### src/rtl/core/hmtp_pkg.sv
// Shared types and constants of the height-map text parser.
// Used by every module of the parser; depends on nothing else.
package hmtp_pkg;

   // Point numbers restart at zero when they reach this count (and at 16 bits in any case).
   localparam logic [32:0] MAX_POINTS = 33'd65536;

   localparam logic [31:0] COLOR_WHITE = 32'h00FF_FFFF;
   localparam logic [31:0] COLOR_SLOPE = 32'd838848;

   localparam logic [7:0] CHAR_0       = 8'h30;
   localparam logic [7:0] CHAR_9       = 8'h39;
   localparam logic [7:0] CHAR_LC_A    = 8'h61;
   localparam logic [7:0] CHAR_LC_F    = 8'h66;
   localparam logic [7:0] CHAR_UC_A    = 8'h41;
   localparam logic [7:0] CHAR_UC_F    = 8'h46;
   localparam logic [7:0] CHAR_MINUS   = 8'h2D;
   localparam logic [7:0] CHAR_COMMA   = 8'h2C;
   localparam logic [7:0] CHAR_NEWLINE = 8'h0A;
   localparam logic [7:0] CHAR_SPACE   = 8'h20;

   localparam logic [1:0] CSR_ORIGIN_X  = 2'd0;
   localparam logic [1:0] CSR_ORIGIN_Y  = 2'd1;
   localparam logic [1:0] CSR_CELL_STEP = 2'd2;

   localparam logic [31:0] RESET_ORIGIN_X  = 32'd0;
   localparam logic [31:0] RESET_ORIGIN_Y  = 32'd0;
   localparam logic [31:0] RESET_CELL_STEP = 32'd1;

   // Class of one request after decoding.
   typedef enum logic [2:0] {
      KIND_END     = 3'd0,
      KIND_DIGIT   = 3'd1,
      KIND_LETTER  = 3'd2,
      KIND_MINUS   = 3'd3,
      KIND_COMMA   = 3'd4,
      KIND_NEWLINE = 3'd5,
      KIND_SPACE   = 3'd6,
      KIND_OTHER   = 3'd7
   } cmd_kind_type;

   typedef struct packed {
      cmd_kind_type kind;
      logic [3:0]   value;   // hex value of a digit or letter
   } cmd_type;

   typedef struct packed {
      logic [31:0] point_x;
      logic [31:0] point_y;
      logic [31:0] height;
      logic [31:0] color;
      logic [15:0] point_number;
   } point_type;

   // Parse modes, one-hot.
   typedef enum logic [5:0] {
      MODE_IDLE    = 6'b000001,
      MODE_NUM     = 6'b000010,
      MODE_PRE1    = 6'b000100,
      MODE_PRE2    = 6'b001000,
      MODE_HEX     = 6'b010000,
      MODE_HEXSKIP = 6'b100000
   } mode_type;

   // Default colour from the height and the running product slope * height.
   function automatic logic [31:0] default_color(input logic [31:0] height,
                                                 input logic [31:0] product);
      logic [31:0] result;
      if (height == 32'd0 || height[31]) begin
         result = COLOR_WHITE;
      end else begin
         result = COLOR_WHITE - product;
      end
      return result;
   endfunction

endpackage

### src/rtl/core/height_map_text_parser.sv
// Height-map text parser, top level: front end, command queue, back end, result queue.
// Depends on hmtp_pkg, hmtp_front, hmtp_back and hmtp_rsp_queue.
// Throughput: one request per cycle while the result queue is not full, set by the state update of the back end.
// A point pushed out by a request passes through the command queue and then the result queue,
// whose head drives the result ports; it can be popped from there.
// Reset is synchronous and active high; it empties both queues and loads the reset values.
module height_map_text_parser (
   input  logic               clock,
   input  logic               reset,
   // Request side
   input  logic               req_push,
   output logic               req_full,
   input  logic               req_op,
   input  logic [7:0]         req_char_code,
   // Result side
   output logic               rsp_empty,
   input  logic               rsp_pop,
   output logic signed [31:0] rsp_point_x,
   output logic signed [31:0] rsp_point_y,
   output logic signed [31:0] rsp_height,
   output logic [31:0]        rsp_color,
   output logic [15:0]        rsp_point_number,
   // Configuration
   input  logic               csr_write_enable,
   input  logic [1:0]         csr_index,
   input  logic [31:0]        csr_wdata
);

   // Decoded requests travel from the front end to the back end through a
   // two-entry queue, so a stalled result side does not block decoding at once.
   logic                cmd_valid;
   logic                cmd_pop;
   hmtp_pkg::cmd_type   cmd_head;

   // Finished points go from the back end into the result queue.
   logic                pt_push;
   logic                pt_full;
   hmtp_pkg::point_type pt_data;
   hmtp_pkg::point_type rsp_head;

   // The front end classifies each byte (digit, hex letter, sign, comma and so on).
   hmtp_front u_front (
      .clock         (clock),
      .reset         (reset),
      .req_push      (req_push),
      .req_full      (req_full),
      .req_op        (req_op),
      .req_char_code (req_char_code),
      .cmd_valid     (cmd_valid),
      .cmd_head      (cmd_head),
      .cmd_pop       (cmd_pop)
   );

   // The back end holds the parse mode, coordinates and the point being built.
   // It takes a command only when the result queue has room for a point.
   hmtp_back u_back (
      .clock            (clock),
      .reset            (reset),
      .cmd_valid        (cmd_valid),
      .cmd_head         (cmd_head),
      .cmd_pop          (cmd_pop),
      .pt_full          (pt_full),
      .pt_push          (pt_push),
      .pt_data          (pt_data),
      .csr_write_enable (csr_write_enable),
      .csr_index        (csr_index),
      .csr_wdata        (csr_wdata)
   );

   // The result queue lets the back end keep working while a point waits.
   hmtp_rsp_queue u_rsp_queue (
      .clock     (clock),
      .reset     (reset),
      .pt_push   (pt_push),
      .pt_data   (pt_data),
      .pt_full   (pt_full),
      .rsp_empty (rsp_empty),
      .rsp_pop   (rsp_pop),
      .rsp_head  (rsp_head)
   );

   assign rsp_point_x      = $signed(rsp_head.point_x);
   assign rsp_point_y      = $signed(rsp_head.point_y);
   assign rsp_height       = $signed(rsp_head.height);
   assign rsp_color        = rsp_head.color;
   assign rsp_point_number = rsp_head.point_number;

endmodule

### src/rtl/core/hmtp_front.sv
// Front end of the height-map text parser: decodes each request and queues it.
// Depends on hmtp_pkg.
module hmtp_front (
   input  logic              clock,
   input  logic              reset,
   input  logic              req_push,
   output logic              req_full,
   input  logic              req_op,
   input  logic [7:0]        req_char_code,
   output logic              cmd_valid,
   output hmtp_pkg::cmd_type cmd_head,
   input  logic              cmd_pop
);

   hmtp_pkg::cmd_type decoded;
   hmtp_pkg::cmd_type queue_ff [2];
   logic              wr_ptr_ff, wr_ptr_in;
   logic              rd_ptr_ff, rd_ptr_in;
   logic [1:0]        count_ff, count_in;
   logic              push_ok;

   always_comb begin
      decoded.value = req_char_code[3:0];
      decoded.kind  = hmtp_pkg::KIND_OTHER;
      if (req_op) begin
         decoded.kind = hmtp_pkg::KIND_END;
      end else begin
         case (req_char_code) inside
            [hmtp_pkg::CHAR_0:hmtp_pkg::CHAR_9]: begin
               decoded.kind = hmtp_pkg::KIND_DIGIT;
            end
            [hmtp_pkg::CHAR_LC_A:hmtp_pkg::CHAR_LC_F]: begin
               decoded.kind  = hmtp_pkg::KIND_LETTER;
               decoded.value = 4'(req_char_code - hmtp_pkg::CHAR_LC_A) + 4'd10;
            end
            [hmtp_pkg::CHAR_UC_A:hmtp_pkg::CHAR_UC_F]: begin
               decoded.kind  = hmtp_pkg::KIND_LETTER;
               decoded.value = 4'(req_char_code - hmtp_pkg::CHAR_UC_A) + 4'd10;
            end
            hmtp_pkg::CHAR_MINUS:   decoded.kind = hmtp_pkg::KIND_MINUS;
            hmtp_pkg::CHAR_COMMA:   decoded.kind = hmtp_pkg::KIND_COMMA;
            hmtp_pkg::CHAR_NEWLINE: decoded.kind = hmtp_pkg::KIND_NEWLINE;
            hmtp_pkg::CHAR_SPACE:   decoded.kind = hmtp_pkg::KIND_SPACE;
            default:                decoded.kind = hmtp_pkg::KIND_OTHER;
         endcase
      end
   end

   assign req_full  = (count_ff == 2'd2);
   assign push_ok   = req_push && !req_full;
   assign cmd_valid = (count_ff != 2'd0);
   assign cmd_head  = queue_ff[rd_ptr_ff];

   always_comb begin
      wr_ptr_in = wr_ptr_ff ^ push_ok;
      rd_ptr_in = rd_ptr_ff ^ cmd_pop;
      count_in  = count_ff + {1'b0, push_ok} - {1'b0, cmd_pop};
   end

   always_ff @(posedge clock) begin
      if (reset) begin
         wr_ptr_ff <= 1'b0;
         rd_ptr_ff <= 1'b0;
         count_ff  <= 2'd0;
      end else begin
         wr_ptr_ff <= wr_ptr_in;
         rd_ptr_ff <= rd_ptr_in;
         count_ff  <= count_in;
      end
   end

   always_ff @(posedge clock) begin
      if (push_ok) begin
         queue_ff[wr_ptr_ff] <= decoded;
      end
   end

endmodule

### src/rtl/core/hmtp_back.sv
// Back end of the height-map text parser: runs the parse state and builds points.
// Depends on hmtp_pkg.
module hmtp_back (
   input  logic                clock,
   input  logic                reset,
   input  logic                cmd_valid,
   input  hmtp_pkg::cmd_type   cmd_head,
   output logic                cmd_pop,
   input  logic                pt_full,
   output logic                pt_push,
   output hmtp_pkg::point_type pt_data,
   input  logic                csr_write_enable,
   input  logic [1:0]          csr_index,
   input  logic [31:0]         csr_wdata
);

   hmtp_pkg::mode_type mode_ff, mode_in;
   logic        neg_ff, neg_in;
   logic [31:0] height_ff, height_in;     // signed height of the held point
   logic [31:0] prod_ff, prod_in;         // slope * height, wrapped
   logic [31:0] color_ff, color_in;       // explicit colour, also the hex accumulator
   logic        explicit_ff, explicit_in;
   logic [31:0] cur_x_ff, cur_x_in;
   logic [31:0] cur_y_ff, cur_y_in;
   logic [15:0] count_ff, count_in;
   logic        held_valid_ff, held_valid_in;
   logic [31:0] held_x_ff, held_x_in;
   logic [31:0] held_y_ff, held_y_in;
   logic [15:0] held_num_ff, held_num_in;
   logic [31:0] origin_x_ff, origin_x_in;
   logic [31:0] origin_y_ff, origin_y_in;
   logic [31:0] step_ff, step_in;

   logic        fire;
   logic        idle_byte;
   logic        start_point;
   logic        is_digit;
   logic        is_hex;
   logic        is_break;
   logic [31:0] digit_w;
   logic [31:0] slope_digit;
   logic [16:0] count_next;

   assign fire     = cmd_valid && !pt_full;
   assign cmd_pop  = fire;
   assign is_digit = (cmd_head.kind == hmtp_pkg::KIND_DIGIT);
   assign is_hex   = is_digit || (cmd_head.kind == hmtp_pkg::KIND_LETTER);
   assign is_break = (cmd_head.kind == hmtp_pkg::KIND_SPACE)
                  || (cmd_head.kind == hmtp_pkg::KIND_NEWLINE);
   assign digit_w     = 32'(cmd_head.value);
   assign slope_digit = hmtp_pkg::COLOR_SLOPE * digit_w;
   assign count_next  = {1'b0, count_ff} + 17'd1;

   always_comb begin
      mode_in       = mode_ff;
      neg_in        = neg_ff;
      height_in     = height_ff;
      prod_in       = prod_ff;
      color_in      = color_ff;
      explicit_in   = explicit_ff;
      cur_x_in      = cur_x_ff;
      cur_y_in      = cur_y_ff;
      count_in      = count_ff;
      held_valid_in = held_valid_ff;
      held_x_in     = held_x_ff;
      held_y_in     = held_y_ff;
      held_num_in   = held_num_ff;
      origin_x_in   = origin_x_ff;
      origin_y_in   = origin_y_ff;
      step_in       = step_ff;
      idle_byte     = 1'b0;
      start_point   = 1'b0;

      if (fire) begin
         if (cmd_head.kind == hmtp_pkg::KIND_END) begin
            held_valid_in = 1'b0;
            mode_in       = hmtp_pkg::MODE_IDLE;
            neg_in        = 1'b0;
            height_in     = 32'd0;
            prod_in       = 32'd0;
         end else begin
            case (mode_ff)
               hmtp_pkg::MODE_PRE1: mode_in = hmtp_pkg::MODE_PRE2;
               hmtp_pkg::MODE_PRE2: mode_in = hmtp_pkg::MODE_HEX;
               hmtp_pkg::MODE_HEX: begin
                  if (is_hex) begin
                     color_in = {color_ff[27:0], cmd_head.value};
                  end else if (is_break) begin
                     mode_in   = hmtp_pkg::MODE_IDLE;
                     idle_byte = 1'b1;
                  end else begin
                     mode_in = hmtp_pkg::MODE_HEXSKIP;
                  end
               end
               hmtp_pkg::MODE_HEXSKIP: begin
                  if (is_break) begin
                     mode_in   = hmtp_pkg::MODE_IDLE;
                     idle_byte = 1'b1;
                  end
               end
               hmtp_pkg::MODE_NUM: begin
                  if (is_digit) begin
                     // -(10a + d) = 10(-a) - d, so the signed value extends directly.
                     height_in = {height_ff[28:0], 3'b000} + {height_ff[30:0], 1'b0}
                               + (neg_ff ? (32'd0 - digit_w) : digit_w);
                     prod_in   = {prod_ff[28:0], 3'b000} + {prod_ff[30:0], 1'b0}
                               + (neg_ff ? (32'd0 - slope_digit) : slope_digit);
                  end else begin
                     mode_in   = hmtp_pkg::MODE_IDLE;
                     idle_byte = 1'b1;
                  end
               end
               default: idle_byte = 1'b1;
            endcase

            if (idle_byte) begin
               if (is_digit || cmd_head.kind == hmtp_pkg::KIND_MINUS) begin
                  start_point   = 1'b1;
                  cur_x_in      = cur_x_ff + step_ff;
                  held_x_in     = cur_x_ff + step_ff;
                  held_y_in     = cur_y_ff;
                  held_num_in   = count_ff;
                  held_valid_in = 1'b1;
                  explicit_in   = 1'b0;
                  if (33'(count_next) >= hmtp_pkg::MAX_POINTS) begin
                     count_in = 16'd0;
                  end else begin
                     count_in = count_next[15:0];
                  end
                  neg_in    = !is_digit;
                  height_in = is_digit ? digit_w : 32'd0;
                  prod_in   = is_digit ? slope_digit : 32'd0;
                  mode_in   = hmtp_pkg::MODE_NUM;
               end else if (cmd_head.kind == hmtp_pkg::KIND_COMMA) begin
                  color_in    = 32'd0;
                  explicit_in = 1'b1;
                  mode_in     = hmtp_pkg::MODE_PRE1;
               end else if (cmd_head.kind == hmtp_pkg::KIND_NEWLINE) begin
                  cur_x_in = origin_x_ff;
                  cur_y_in = cur_y_ff + step_ff;
               end
            end
         end
      end

      if (csr_write_enable) begin
         case (csr_index)
            hmtp_pkg::CSR_ORIGIN_X: begin
               origin_x_in = csr_wdata;
               cur_x_in    = csr_wdata;
            end
            hmtp_pkg::CSR_ORIGIN_Y: begin
               origin_y_in = csr_wdata;
               cur_y_in    = csr_wdata;
            end
            hmtp_pkg::CSR_CELL_STEP: step_in = csr_wdata;
            default: ;
         endcase
      end
   end

   assign pt_push = fire && held_valid_ff
                 && ((cmd_head.kind == hmtp_pkg::KIND_END) || start_point);

   always_comb begin
      pt_data.point_x      = held_x_ff;
      pt_data.point_y      = held_y_ff;
      pt_data.height       = height_ff;
      pt_data.color        = explicit_ff ? color_ff
                                         : hmtp_pkg::default_color(height_ff, prod_ff);
      pt_data.point_number = held_num_ff;
   end

   always_ff @(posedge clock) begin
      if (reset) begin
         mode_ff       <= hmtp_pkg::MODE_IDLE;
         neg_ff        <= 1'b0;
         height_ff     <= 32'd0;
         prod_ff       <= 32'd0;
         explicit_ff   <= 1'b0;
         cur_x_ff      <= hmtp_pkg::RESET_ORIGIN_X;
         cur_y_ff      <= hmtp_pkg::RESET_ORIGIN_Y;
         count_ff      <= 16'd0;
         held_valid_ff <= 1'b0;
         origin_x_ff   <= hmtp_pkg::RESET_ORIGIN_X;
         origin_y_ff   <= hmtp_pkg::RESET_ORIGIN_Y;
         step_ff       <= hmtp_pkg::RESET_CELL_STEP;
      end else begin
         mode_ff       <= mode_in;
         neg_ff        <= neg_in;
         height_ff     <= height_in;
         prod_ff       <= prod_in;
         explicit_ff   <= explicit_in;
         cur_x_ff      <= cur_x_in;
         cur_y_ff      <= cur_y_in;
         count_ff      <= count_in;
         held_valid_ff <= held_valid_in;
         origin_x_ff   <= origin_x_in;
         origin_y_ff   <= origin_y_in;
         step_ff       <= step_in;
      end
   end

   always_ff @(posedge clock) begin
      color_ff    <= color_in;
      held_x_ff   <= held_x_in;
      held_y_ff   <= held_y_in;
      held_num_ff <= held_num_in;
   end

`ifndef SYNTH
   // A number is only ever read while its point is held.
   a_num_has_point: assert property (@(posedge clock) disable iff (reset)
      (mode_ff == hmtp_pkg::MODE_NUM) |-> held_valid_ff)
      else $error("number mode without a held point");

   // An end request leaves nothing held and the parser idle.
   a_end_clears: assert property (@(posedge clock) disable iff (reset)
      (fire && cmd_head.kind == hmtp_pkg::KIND_END)
      |=> (!held_valid_ff && mode_ff == hmtp_pkg::MODE_IDLE))
      else $error("end request did not clear the held point");

   // The first prefix byte is always followed by the second, unless an end request comes.
   a_prefix_order: assert property (@(posedge clock) disable iff (reset)
      (fire && mode_ff == hmtp_pkg::MODE_PRE1 && cmd_head.kind != hmtp_pkg::KIND_END)
      |=> (mode_ff == hmtp_pkg::MODE_PRE2))
      else $error("prefix skip out of order");

   // A new point leaves a point held and the point counter moved on.
   a_start_holds: assert property (@(posedge clock) disable iff (reset)
      (fire && start_point) |=> (held_valid_ff && held_num_ff == $past(count_ff)))
      else $error("new point not captured");
`endif

endmodule

### src/rtl/core/hmtp_rsp_queue.sv
// Two-entry result queue of the height-map text parser.
// Depends on hmtp_pkg.
module hmtp_rsp_queue (
   input  logic                clock,
   input  logic                reset,
   input  logic                pt_push,
   input  hmtp_pkg::point_type pt_data,
   output logic                pt_full,
   output logic                rsp_empty,
   input  logic                rsp_pop,
   output hmtp_pkg::point_type rsp_head
);

   hmtp_pkg::point_type queue_ff [2];
   logic       wr_ptr_ff, wr_ptr_in;
   logic       rd_ptr_ff, rd_ptr_in;
   logic [1:0] count_ff, count_in;
   logic       pop_ok;

   assign pt_full   = (count_ff == 2'd2);
   assign rsp_empty = (count_ff == 2'd0);
   assign pop_ok    = rsp_pop && !rsp_empty;
   assign rsp_head  = queue_ff[rd_ptr_ff];

   always_comb begin
      wr_ptr_in = wr_ptr_ff ^ pt_push;
      rd_ptr_in = rd_ptr_ff ^ pop_ok;
      count_in  = count_ff + {1'b0, pt_push} - {1'b0, pop_ok};
   end

   always_ff @(posedge clock) begin
      if (reset) begin
         wr_ptr_ff <= 1'b0;
         rd_ptr_ff <= 1'b0;
         count_ff  <= 2'd0;
      end else begin
         wr_ptr_ff <= wr_ptr_in;
         rd_ptr_ff <= rd_ptr_in;
         count_ff  <= count_in;
      end
   end

   always_ff @(posedge clock) begin
      if (pt_push) begin
         queue_ff[wr_ptr_ff] <= pt_data;
      end
   end

endmodule
### config.mk
export PLATFORM = sky130hd
export DESIGN_NAME = height_map_text_parser
export DESIGN_NICKNAME = d
export VERILOG_FILES = /design/src/rtl/core/hmtp_pkg.sv /design/src/rtl/core/height_map_text_parser.sv /design/src/rtl/core/hmtp_front.sv /design/src/rtl/core/hmtp_back.sv /design/src/rtl/core/hmtp_rsp_queue.sv
export SDC_FILE = /design/constraint.sdc
export NUM_CORES = 1
export LEC_CHECK = 0
export BUFFER_PORTS_ARGS = -buffer_cell sky130_fd_sc_hd__buf_2
export CORE_MARGIN = 3
export CORE_UTILIZATION = 45
export DETAILED_ROUTE_END_ITERATION = 6
export GPL_TIMING_DRIVEN = 0
export PLACE_DENSITY = 0.64
export RECOVER_POWER = 25
export SYNTH_ARGS = -nofsm -noshare
export SYNTH_HDL_FRONTEND = slang
export SYNTH_SLANG_ARGS = --single-unit
### constraint.sdc
create_clock -name clock -period 7.9 [get_ports clock]
set_input_delay 0.79 -clock clock [delete_from_list [all_inputs] [get_ports clock]]
set_output_delay 0.79 -clock clock [all_outputs]
set_load 0.005 [all_outputs]
Word level (Yosys, flattened, before mapping). Memories as Yosys holds them, arrays and structs flattened. A register that Yosys moved wholly into a read port is not among the register bits. Cells that the tools add are included.

Register bits: 337. Bits in latches: 0. Memory bits (writable): 302. Memory bits (read-only): 0. Input bits: 48. Output and inout bits: 146. Memories: 2.

Memory list: u_rsp_queue.queue_ff (depth 2, bits a word 144, read ports 1, clocked after memory_dff 1, wr ports 1, RTL line hmtp_rsp_queue.sv:14) `hmtp_pkg::point_type queue_ff [2];`; u_front.queue_ff (depth 2, bits a word 7, read ports 1, clocked after memory_dff 1, wr ports 1, RTL line hmtp_front.sv:16) `hmtp_pkg::cmd_type queue_ff [2];`.

Add/subtract/negate cells: 18. Multipliers: 1. Div/mod/pow operators: 0. Magnitude comparators: 7. Equal/unequal tests: 19. Shift-type cells: 0. Mux-type cells: 83. Bitwise logic cells: 5. Reduce and logical (&&, ||, !) cells: 32.

Operator list (count): 32-bit 2-to-1 mux (36); 32-bit adder (6); 6-bit 2-to-1 mux (8); 32-bit logical NOT (1); 1-bit by 32-bit subtractor with 32-bit output, first input constant (1); 24-bit by 32-bit subtractor with 32-bit output, first input constant (1); 6-bit case mux with 5 select lines (1); 8-bit by 6-bit == test with 1-bit output, second input constant (3); 1-bit 2-to-1 mux (24); 3-bit 2-to-1 mux (7); 4-bit 2-to-1 mux (5); 14-bit by 4-bit multiplier with 18-bit output, first input constant (1); 16-bit by 1-bit adder with 17-bit output, second input constant (1); 17-bit >= comparator, second input constant (1); 8-bit by 7-bit >= comparator with 1-bit output, second input constant (2); 8-bit by 7-bit less-or-equal comparator with 1-bit output, second input constant (2); 16-bit 2-to-1 mux (1); 3-bit == test, second input constant (3); 4-bit adder, second input constant (2); 8-bit by 4-bit == test with 1-bit output, second input constant (1); 8-bit by 6-bit >= comparator with 1-bit output, second input constant (1); 8-bit by 6-bit less-or-equal comparator with 1-bit output, second input constant (1); 1-bit logical AND (8); 4-bit AND reduction (2); other kinds (24) (46).

Logic depth before layout (Yosys ltp). Gate-level depths: netlist of run 1.

Depth in word-level cells: 14. Gate-level depth with buffers: 27. Mapped depth without buffers: 25.

By module. From an unflattened synthesis of run 1, not the netlist that was laid out.

Cell total of the unflattened synthesis: 2972. Area, all modules: 32783.9 sq um.

Modules (own cells, without submodules): hmtp_back (instances 1, cells each 2426, area each 21142.8 sq um, sequential area each 7707.4 sq um); hmtp_rsp_queue (instances 1, cells each 469, area each 10670.2 sq um, sequential area each 8728.4 sq um); hmtp_front (instances 1, cells each 77, area each 970.9 sq um, sequential area each 500.5 sq um).

Worst setup path after synthesis of run 1. No wires, ideal clock.

Kind: register to register. Start: register u_front.rd_ptr_ff (netlist name). End: register u_back.prod_ff[31]. Setup time: 125 ps. Arrival: 5846 ps. Data required time: 7775 ps. Path slack: 1929 ps. Stages on the path, launching flop included: 26. Period minus slack after synthesis: 5971 ps. Cells stage by stage: dfxtp_1 -> buf_6 -> mux2i_1 -> inv_1 -> ha_1 -> ha_1 -> ha_1 -> a31oi_1 -> xnor2_1 -> or3_1 -> or3_1 -> clkbuf_1 -> nor2_1 -> nor3_1 -> a21oi_1 -> fa_1 -> inv_1 -> ha_1 -> or4_1 -> o211ai_1 -> a21oi_1 -> a311o_1 -> a221oi_1 -> o21ai_0 -> xnor2_1 -> o21ai_1.

RTL lines: end signal, assigned (RTL line hmtp_back.sv:192) `prod_ff <= prod_in;`; end, declared (RTL line hmtp_back.sv:20) `logic [31:0] prod_ff, prod_in;`.

==> results by group, run 1 <==
Placement
  – Port Buffers: 191
  – Post-DP Area: 0.0351 mm2
  – GPL Wtd Cong: 0.971
  – Placed Cells: 4153
  – Dpl hpwl: 65900 um

Setup path
  – Reg2reg path depth: 27
  – Kind of critical path: register to register
  – Flop2flop setup slack: 0.54 ns
  – CP arrival: 7.86 ns
  – Capturing point of the worst reg2reg path: u_back.prod_ff[24]
  – CP max-delay cell: mux2i_1
  – Type of origin of the critical path: register
  – Reg-to-reg startpoint: u_front.rd_ptr_ff
  – CP endpoint: u_back.prod_ff[24]
  – Crit path launch: u_front.rd_ptr_ff
  – Max Fanout on Critical Path: 10
  – Critical path required time: 8.40 ns
  – Crit end category: register
  – CP peak stage delay: 0.68 ns
  – Cell repeated most along the worst path: ha_1

Global routing
  – Vias in the first global route: 23890
  – Antenna violations before repair: 4
  – GRT Residual Overflow: 0
  – Global Route Usage Sum: 0.233
  – First-pass GRT wire length: 137000 um
  – Largest net degree at the start of global routing: 56

Floorplan
  – Die height: 276 um
  – Row count: 98
  – Core area: 0.0717 mm2
  – Top-Level Pins: 194
  – Die W: 276 um
  – Die area: 0.0760 mm2
  – Starting Density: 0.456

CTS
  – Clk sink count: 639
  – Post-CTS Setup Repair Bufs: 0
  – Clock root buffer: clkbuf_16
  – Num CTS Buffers: 72
  – CTS H-tree depth: 3
  – CTS Hold Bufs: 0
  – Skew-Pair Late Insertion Delay: 0.62 ns
  – Resize count post-CTS: 0
  – Clk slew on worst S/H paths: 0.06 ns
  – CTS max path bufs: 3
  – CTS tree: done

Logic synthesis
  – Post-synth EDFFs: 414
  – Most frequent cell after synthesis: edfxtp_1
  – Most area-consuming cells after synthesis: edfxtp_1 (38%), dfxtp_1 (14%), ha_1 (5.8%)
  – Synthesized flop and latch total: 639
  – Syn Area/Cell: 10.9 um2
  – Ys async rst share: 0
  – Top-area cell type share of the netlist area: 0.380
  – Top cells by count, synth: edfxtp_1 (414), nand2_1 (359), a21oi_1 (316), dfxtp_1 (225), nor2_1 (181)
  – Synth Flop Type: edfxtp_1
  – Syn Inst Count: 3004
  – Yosys cell types: 95
  – Syn Nets: 3262
  – Sequential share of the synthesized area: 0.517
  – Cell taking the most area after synthesis: edfxtp_1
  – Cell area after synthesis: 0.0327 mm2
  – Yosys warns: 0

Route
  – Via count: 24258
  – Number of DRC markers in iteration 0: 1929
  – Drt total wl: 89800 um
  – Via density: 5.66
  – DRC errors left: 1
  – Antenna-violating nets left: 0
  – Drt wl/cell: 21.0 um
  – Pre-Repair DR Iteration Count: 7

Final layout
  – Final nets: 3535
  – Area Growth Syn to Fin: 15.0%
  – Fill cell count: 6425
  – Design Area, Final: 0.0376 mm2
  – Post-route insts no fill: 4286
  – Fraction of layout instances using a drive strength above 1: 0.157

Run status
  – Violated checks: design-rule violations
  – Status: finished, violations left

Timing
  – Final-report setup violation count: 0
  – Post-Route Skew: 0.0337 ns
  – Ratio of final minimum period to clock period: 0.932
  – Slew margin rel.: 0.155
  – Slew Viols, Final: 0
  – Slew @ Worst Pin: 1.26 ns
  – Period minus WS final: 7.36 ns
  – Final Hold Vio Count: 0
  – RSZ-0062 raised after global routing: no
  – FMAX: 136 MHz

Pwr
  – VDD IR-drop max: 0.000185 V
  – Power per cell area: 315 mW/mm2
  – Leak pwr: 14.6 nW

Run
  – Max-cap violation count: 0

Hold path
  – Tightest Hold Check Type: input port to register
## layout make-up
| cell class | count | area [um2] | area share |
|---|---|---|---|
| inverter | 122 | 458 | 0.0122 |
| timing repair buffer | 199 | 1170 | 0.0312 |
| clock inverter | 40 | 524 | 0.0139 |
| antenna | 2 | 5.00 | 0.000133 |
| sequential | 639 | 16900 | 0.450 |
| multi-input combinational | 2106 | 14800 | 0.393 |
| clock buffer | 91 | 1970 | 0.0523 |
| tap | 950 | 1190 | 0.0316 |
| buffer | 137 | 572 | 0.0152 |
## worst max-delay path, delay by kind of cell (launching register included)
kind	cells	cell delay, ns
compound gates	10	1.85
xor+xnor	1	0.57
fa+ha+maj	5	1.61
buf+inv	5	0.93
flops	1	0.40
mux	1	0.68
simple gates	5	1.18
## kinds of logic (layout without fill, tap and decap cells)
family | Yosys count | count (layout) | share of synthesized area
compound gates | 803 | 803 | 0.156
xor+xnor | 138 | 138 | 0.0369
fa+ha+maj | 210 | 210 | 0.0933
buf+inv | 259 | 589 | 0.0314
flops | 639 | 639 | 0.517
mux | 161 | 161 | 0.0555
other cells | 0 | 2 | 0
simple gates | 794 | 794 | 0.110
## how the worst min path moves through the flow
stage / from / to / slack, ns / cells past startpoint
floorplan: u_back.held_num_ff[0] / u_rsp_queue.queue_ff[0][0] / 0.42 / 0
global placement: u_back.held_x_ff[6] / u_rsp_queue.queue_ff[0][118] / 0.42 / 0
detailed placement: u_back.held_x_ff[16] / u_rsp_queue.queue_ff[0][128] / 0.43 / 0
CTS: csr_wdata[17] / u_back.origin_x_ff[17] / 0.41 / 3
global route: csr_wdata[17] / u_back.step_ff[17] / 0.44 / 3
finish: csr_wdata[17] / u_back.origin_x_ff[17] / 0.44 / 3
## report_power, final
| part | internal (mW) | total, mW | leakage (nW) | switching (mW) |
|---|---|---|---|---|
| clock | 2.14 | 3.52 | 1.22 | 1.38 |
| sequential | 4.01 | 4.25 | 5.68 | 0.236 |
| combinational | 1.57 | 4.07 | 7.69 | 2.50 |
| total | 7.72 | 11.8 | 14.6 | 4.12 |
## placed cells by master, fill, tap and decap left out, types with 57 or more instances in the layout
cell type,netlist,routed
buf_2,20,209
nand2_1,359,359
dfxtp_1,225,225
xor2_1,61,61
inv_1,121,120
xnor2_1,77,77
fa_1,57,57
nor2_1,181,181
edfxtp_1,414,414
clkbuf_16,0,75
mux2_2,148,148
clkbuf_1,102,116
o21ai_0,144,144
a21oi_1,316,315
ha_1,153,151
## metal layers
layer,wire (um),share of wire,vias up,GRT usage
met5,36,0.00040,-,0
met1,38100,0.42,11736,0.303
met2,43100,0.48,779,0.396
met3,5340,0.059,187,0.0327
met4,3250,0.036,6,0.0887
li1,-,-,11550,-
## state kept, by name, summed over array words and instances (netlist names)
register,flops
u_front.wr_ptr_ff,1
u_rsp_queue.queue_ff,288
u_front.queue_ff,14
u_rsp_queue.count_ff,2
u_back.origin_x_ff,32
u_back.explicit_ff,1
u_rsp_queue.rd_ptr_ff,1
u_back.mode_ff,6
u_back.count_ff,16
u_back.neg_ff,1
u_front.rd_ptr_ff,1
u_back.held_x_ff,32
u_back.height_ff,32
u_back.held_valid_ff,1
u_back.cur_x_ff,32
u_rsp_queue.wr_ptr_ff,1
u_back.cur_y_ff,32
u_back.prod_ff,32
u_back.held_num_ff,16
u_back.color_ff,32
u_front.count_ff,2
u_back.step_ff,32
u_back.held_y_ff,32
## metrics by stage
stage | worst slack (ns) | utilization | hold slack [ns] | TNS (ns) | power [mW]
finish | 0.536 | 0.525 | 0.439 | 0 | 11.8
global route | 0.162 | 0.525 | 0.441 | 0 | 12.5
CTS | 0.723 | 0.525 | 0.405 | 0 | 11.9
detailed placement | 0.760 | 0.490 | 0.429 | 0 | 8.36
global placement | -0.956 | 0.486 | 0.423 | -269.88 | 8.32
floorplan | 1.93 | - | 0.421 | 0 | 7.08
No activity file was read; power rests on OpenSTA's default activity.
==> run 2, diff against run 1 <==
--- a/config.mk
+++ b/config.mk
@@ -5,6 +5,7 @@
 export SDC_FILE = /design/constraint.sdc
 export NUM_CORES = 1
 export LEC_CHECK = 0
+export ABC_AREA = 1
 export BUFFER_PORTS_ARGS = -buffer_cell sky130_fd_sc_hd__buf_2
 export CORE_MARGIN = 3
 export CORE_UTILIZATION = 45
==> run 2 against run 1 <==
  * The run now ends clean
  * Sequential cell count is the same
  * Worst setup slack better by 0.29 ns
  * Power up 16%
  * Wire length up 27%
  * Sequential share of layout area is 3.4 points lower
  * Synthesized cell count grew 48%
  * Area after synthesis rose by 9.6%
  * Core utilization fell by 0.46 points
  * Clock skew down 0.0088 ns
  * Final cell count grew 36%
  * Critical endpoint is now u_back.prod_ff[15]
  * Largest power group is now combinational logic
  * Highest routed layer is now met4
==> results by group, run 2 <==
Logic synthesis
  – Post-synth EDFFs: 414 (unchanged)
  – Yosys warns: 0 (unchanged)
  – Cell area after synthesis: 0.0359 mm2 (was 0.0327 mm2)
  – Mux share of post-synthesis cell area: 0 (was 0.0555)
  – Syn Area/Cell: 8.07 um2 (was 10.9 um2)
  – Top cells by count, synth: nand2_1 (1467), inv_1 (441), edfxtp_1 (414), a21oi_1 (369), nor2_1 (344) (was edfxtp_1 (414), nand2_1 (359), a21oi_1 (316), dfxtp_1 (225), nor2_1 (181))
  – Most frequent cell after synthesis: nand2_1 (was edfxtp_1)
  – Area share of and/or/nand/nor cells after synthesis: 0.248 (was 0.110)
  – Largest family of logic cells by synthesized area: simple AND/OR/NAND/NOR gates (was compound AO/OA/AOI/OAI gates)
  – Sequential share of the synthesized area: 0.472 (was 0.517)
  – Synth Area in XOR/XNOR: 0.0183 (was 0.0369)
  – Most area-consuming cells after synthesis: edfxtp_1 (35%), nand2_1 (15%), dfxtp_1 (13%) (was edfxtp_1 (38%), dfxtp_1 (14%), ha_1 (5.8%))
  – Cell taking the most area after synthesis: edfxtp_1 (unchanged)
  – Syn Nets: 4705 (was 3262)
  – Syn Inst Count: 4447 (was 3004)
  – Ys async rst share: 0 (unchanged)
  – Synthesized flop and latch total: 639 (unchanged)
  – Synth Area in Adders: 0.0852 (was 0.0933)
  – Synth Flop Type: edfxtp_1 (unchanged)
  – Compound-Gate Fraction of Synth Area: 0.111 (was 0.156)
  – Top-area cell type share of the netlist area: 0.347 (was 0.380)
  – Yosys cell types: 51 (was 95)

Hold path
  – Tightest Hold Check Type: register to register (was input port to register)
  – Hold path depth: 0 (was 3)
  – HP Start: u_back.held_x_ff[16] (was csr_wdata[17])

Timing
  – Final Hold Vio Count: 0 (unchanged)
  – Slew Viols, Final: 0 (unchanged)
  – Slew margin rel.: 0.181 (was 0.155)
  – Post-Route Skew: 0.0250 ns (was 0.0337 ns)
  – FMAX: 141 MHz (was 136 MHz)
  – Final-report setup violation count: 0 (unchanged)
  – Ratio of final minimum period to clock period: 0.895 (was 0.932)
  – Fin Setup TNS: 0 ns (unchanged)
  – RSZ-0062 raised after global routing: no (unchanged)
  – Slew @ Worst Pin: 1.22 ns (was 1.26 ns)
  – Period minus WS final: 7.07 ns (was 7.36 ns)

Route
  – DRC errors left: 0 (was 1)
  – Antenna-violating nets left: 0 (unchanged)
  – Pre-Repair DR Iteration Count: 7 (unchanged)
  – Drt wl/cell: 19.6 um (was 21.0 um)
  – Number of DRC markers in iteration 0: 3129 (was 1929)
  – Via count: 31456 (was 24258)
  – Drt total wl: 114000 um (was 89800 um)
  – Via density: 5.40 (was 5.66)

Final layout
  – Reg with most FFs: u_rsp_queue.queue_ff (unchanged)
  – Final nets: 4978 (was 3535)
  – Commonest cells after routing, fill and taps aside: nand2_1 (1467), inv_1 (441), edfxtp_1 (414) (was edfxtp_1 (414), nand2_1 (359), a21oi_1 (315))
  – Area Growth Syn to Fin: 13.4% (was 15.0%)
  – Fraction of layout instances using a drive strength above 1: 0.0827 (was 0.157)
  – Max FFs per register: 288 (unchanged)
  – Commonest non-fill, non-tap cell in the layout: nand2_1 (was edfxtp_1)
  – Fill cell count: 7443 (was 6425)

Global routing
  – Vias in the first global route: 28703 (was 23890)
  – First-pass GRT wire length: 171000 um (was 137000 um)
  – Largest net degree at the start of global routing: 57 (was 56)
  – Antenna violations before repair: 4 (unchanged)
  – Global Route Usage Sum: 0.271 (was 0.233)
  – GRT Residual Overflow: 0 (unchanged)

Placement
  – Dpl hpwl: 88800 um (was 65900 um)
  – Port Buffers: 193 (was 191)
  – GPL Wtd Cong: 1.00 (was 0.971)

Pwr
  – Total Power: 13.7 mW (was 11.8 mW)
  – Power per cell area: 337 mW/mm2 (was 315 mW/mm2)
  – VDD IR-drop max: 0.000280 V (was 0.000185 V)
  – Leak pwr: 17.3 nW (was 14.6 nW)

Setup path
  – CP arrival: 7.55 ns (was 7.86 ns)
  – Max Fanout on Critical Path: 10 (unchanged)
  – Kind of critical path: register to register (unchanged)
  – CP max-delay cell: o31ai_1 (was mux2i_1)
  – Crit path launch: u_front.rd_ptr_ff (unchanged)
  – Reg-to-reg startpoint: u_front.rd_ptr_ff (unchanged)
  – CP peak stage delay: 1.01 ns (was 0.68 ns)
  – Crit end category: register (unchanged)
  – Type of origin of the critical path: register (unchanged)
  – Critical path required time: 8.38 ns (was 8.40 ns)
  – Reg2reg path depth: 28 (was 27)

Floorplan
  – Core area: 0.0782 mm2 (was 0.0717 mm2)
  – Die W: 288 um (was 276 um)
  – Die area: 0.0832 mm2 (was 0.0760 mm2)
  – Top-Level Pins: 194 (unchanged)
  – Row count: 102 (was 98)
  – Starting Density: 0.459 (was 0.456)
  – Die height: 288 um (was 276 um)

CTS
  – Num CTS Buffers: 70 (was 72)
  – Clock root buffer: clkbuf_16 (unchanged)
  – Clk sink count: 639 (unchanged)
  – CTS H-tree depth: 3 (unchanged)
  – CTS tree: done (unchanged)
  – Clk slew on worst S/H paths: 0.06 ns (about the same)
  – Resize count post-CTS: 0 (unchanged)
  – CTS Hold Bufs: 0 (unchanged)
  – Post-CTS Setup Repair Bufs: 0 (unchanged)
  – Skew-Pair Late Insertion Delay: 0.62 ns (about the same)
  – CTS max path bufs: 3 (unchanged)

Run status
  – Status: completed (was finished, violations left)

Run
  – Max-cap violation count: 0 (unchanged)
[run 2: cell types whose count changed after synthesis, sizes merged, moves of 52 or more]
cell	previous run	this run
nor2	183	347
mux2	149	0
a21oi	317	369
o21ai	151	230
nand2	359	1475
nand3	28	242
inv	121	453
[run 2: worst max-delay path: cells and delay by family (launching register included)]
family / cells / cell delay (ns)
simple gates: 11 / 2.12
compound gates: 7 / 2.03
fa+ha+maj: 5 / 1.61
buf+inv: 5 / 0.72
flops: 1 / 0.48
[run 2: final cells by class]
cell class / instances / area (um2) / area share
Timing Repair Buffer: 201 / 1150 / 0.0284
Clock inverter: 40 / 398 / 0.00978
Antenna cell: 2 / 5.00 / 0.000123
Multi-Input combinational cell: 3199 / 16600 / 0.408
Clock buffer: 90 / 1900 / 0.0467
Buffer: 153 / 661 / 0.0162
Inverter: 456 / 1710 / 0.0421
Tap cell: 1040 / 1300 / 0.0320
Sequential cell: 639 / 16900 / 0.416
[run 2: metrics by stage]
step / setup WS (ns) / util / hold slack, ns / cells / cell area [um2]
2_1_floorplan: 2.08 / - / 0.421 / 4447 / 35900
3_3_place_gp: -0.753 / 0.488 / 0.423 / 5680 / 38100
3_5_place_dp: 0.939 / 0.491 / 0.430 / 5688 / 38400
4_1_cts: 0.948 / 0.520 / 0.415 / 5818 / 40700
5_1_grt: 0.397 / 0.520 / 0.434 / 5818 / 40700
6_report: 0.829 / 0.520 / 0.441 / 5820 / 40700
[run 2: where the power goes]
group / switching (mW) / total, mW / internal [mW]
registers: 0.271 / 4.38 / 4.11
logic: 4.17 / 6.06 / 1.88
clock network: 1.37 / 3.26 / 1.89
total: 5.82 / 13.7 / 7.88
[run 2: cells by family after synthesis]
kind of cell | Yosys count
AOI/OAI and AO/OA | 730
xor gates and xnor gates | 75
adders and majority gates | 210
buffers and inverters | 609
DFF | 639
and+or+nand+nor | 2184
[run 2: final timing paths]
| check | end | slack [ns] |
|---|---|---|
| max | u_back.prod_ff[15] | 0.83 |
| min reg2reg | u_rsp_queue.queue_ff[0][128] | 0.44 |
| min | u_rsp_queue.queue_ff[0][128] | 0.44 |
| max reg2reg | u_back.prod_ff[15] | 0.83 |
[run 2: routing by layer]
| metal | global-route usage | wire length, um | vias to the layer above |
|---|---|---|---|
| li1 | - | - | 15263 |
| met1 | 0.398 | 52100 | 14783 |
| met2 | 0.416 | 50000 | 1249 |
| met3 | 0.0365 | 8890 | 161 |
| met4 | 0.0818 | 3360 | 0 |
| met5 | 0 | 0 | - |
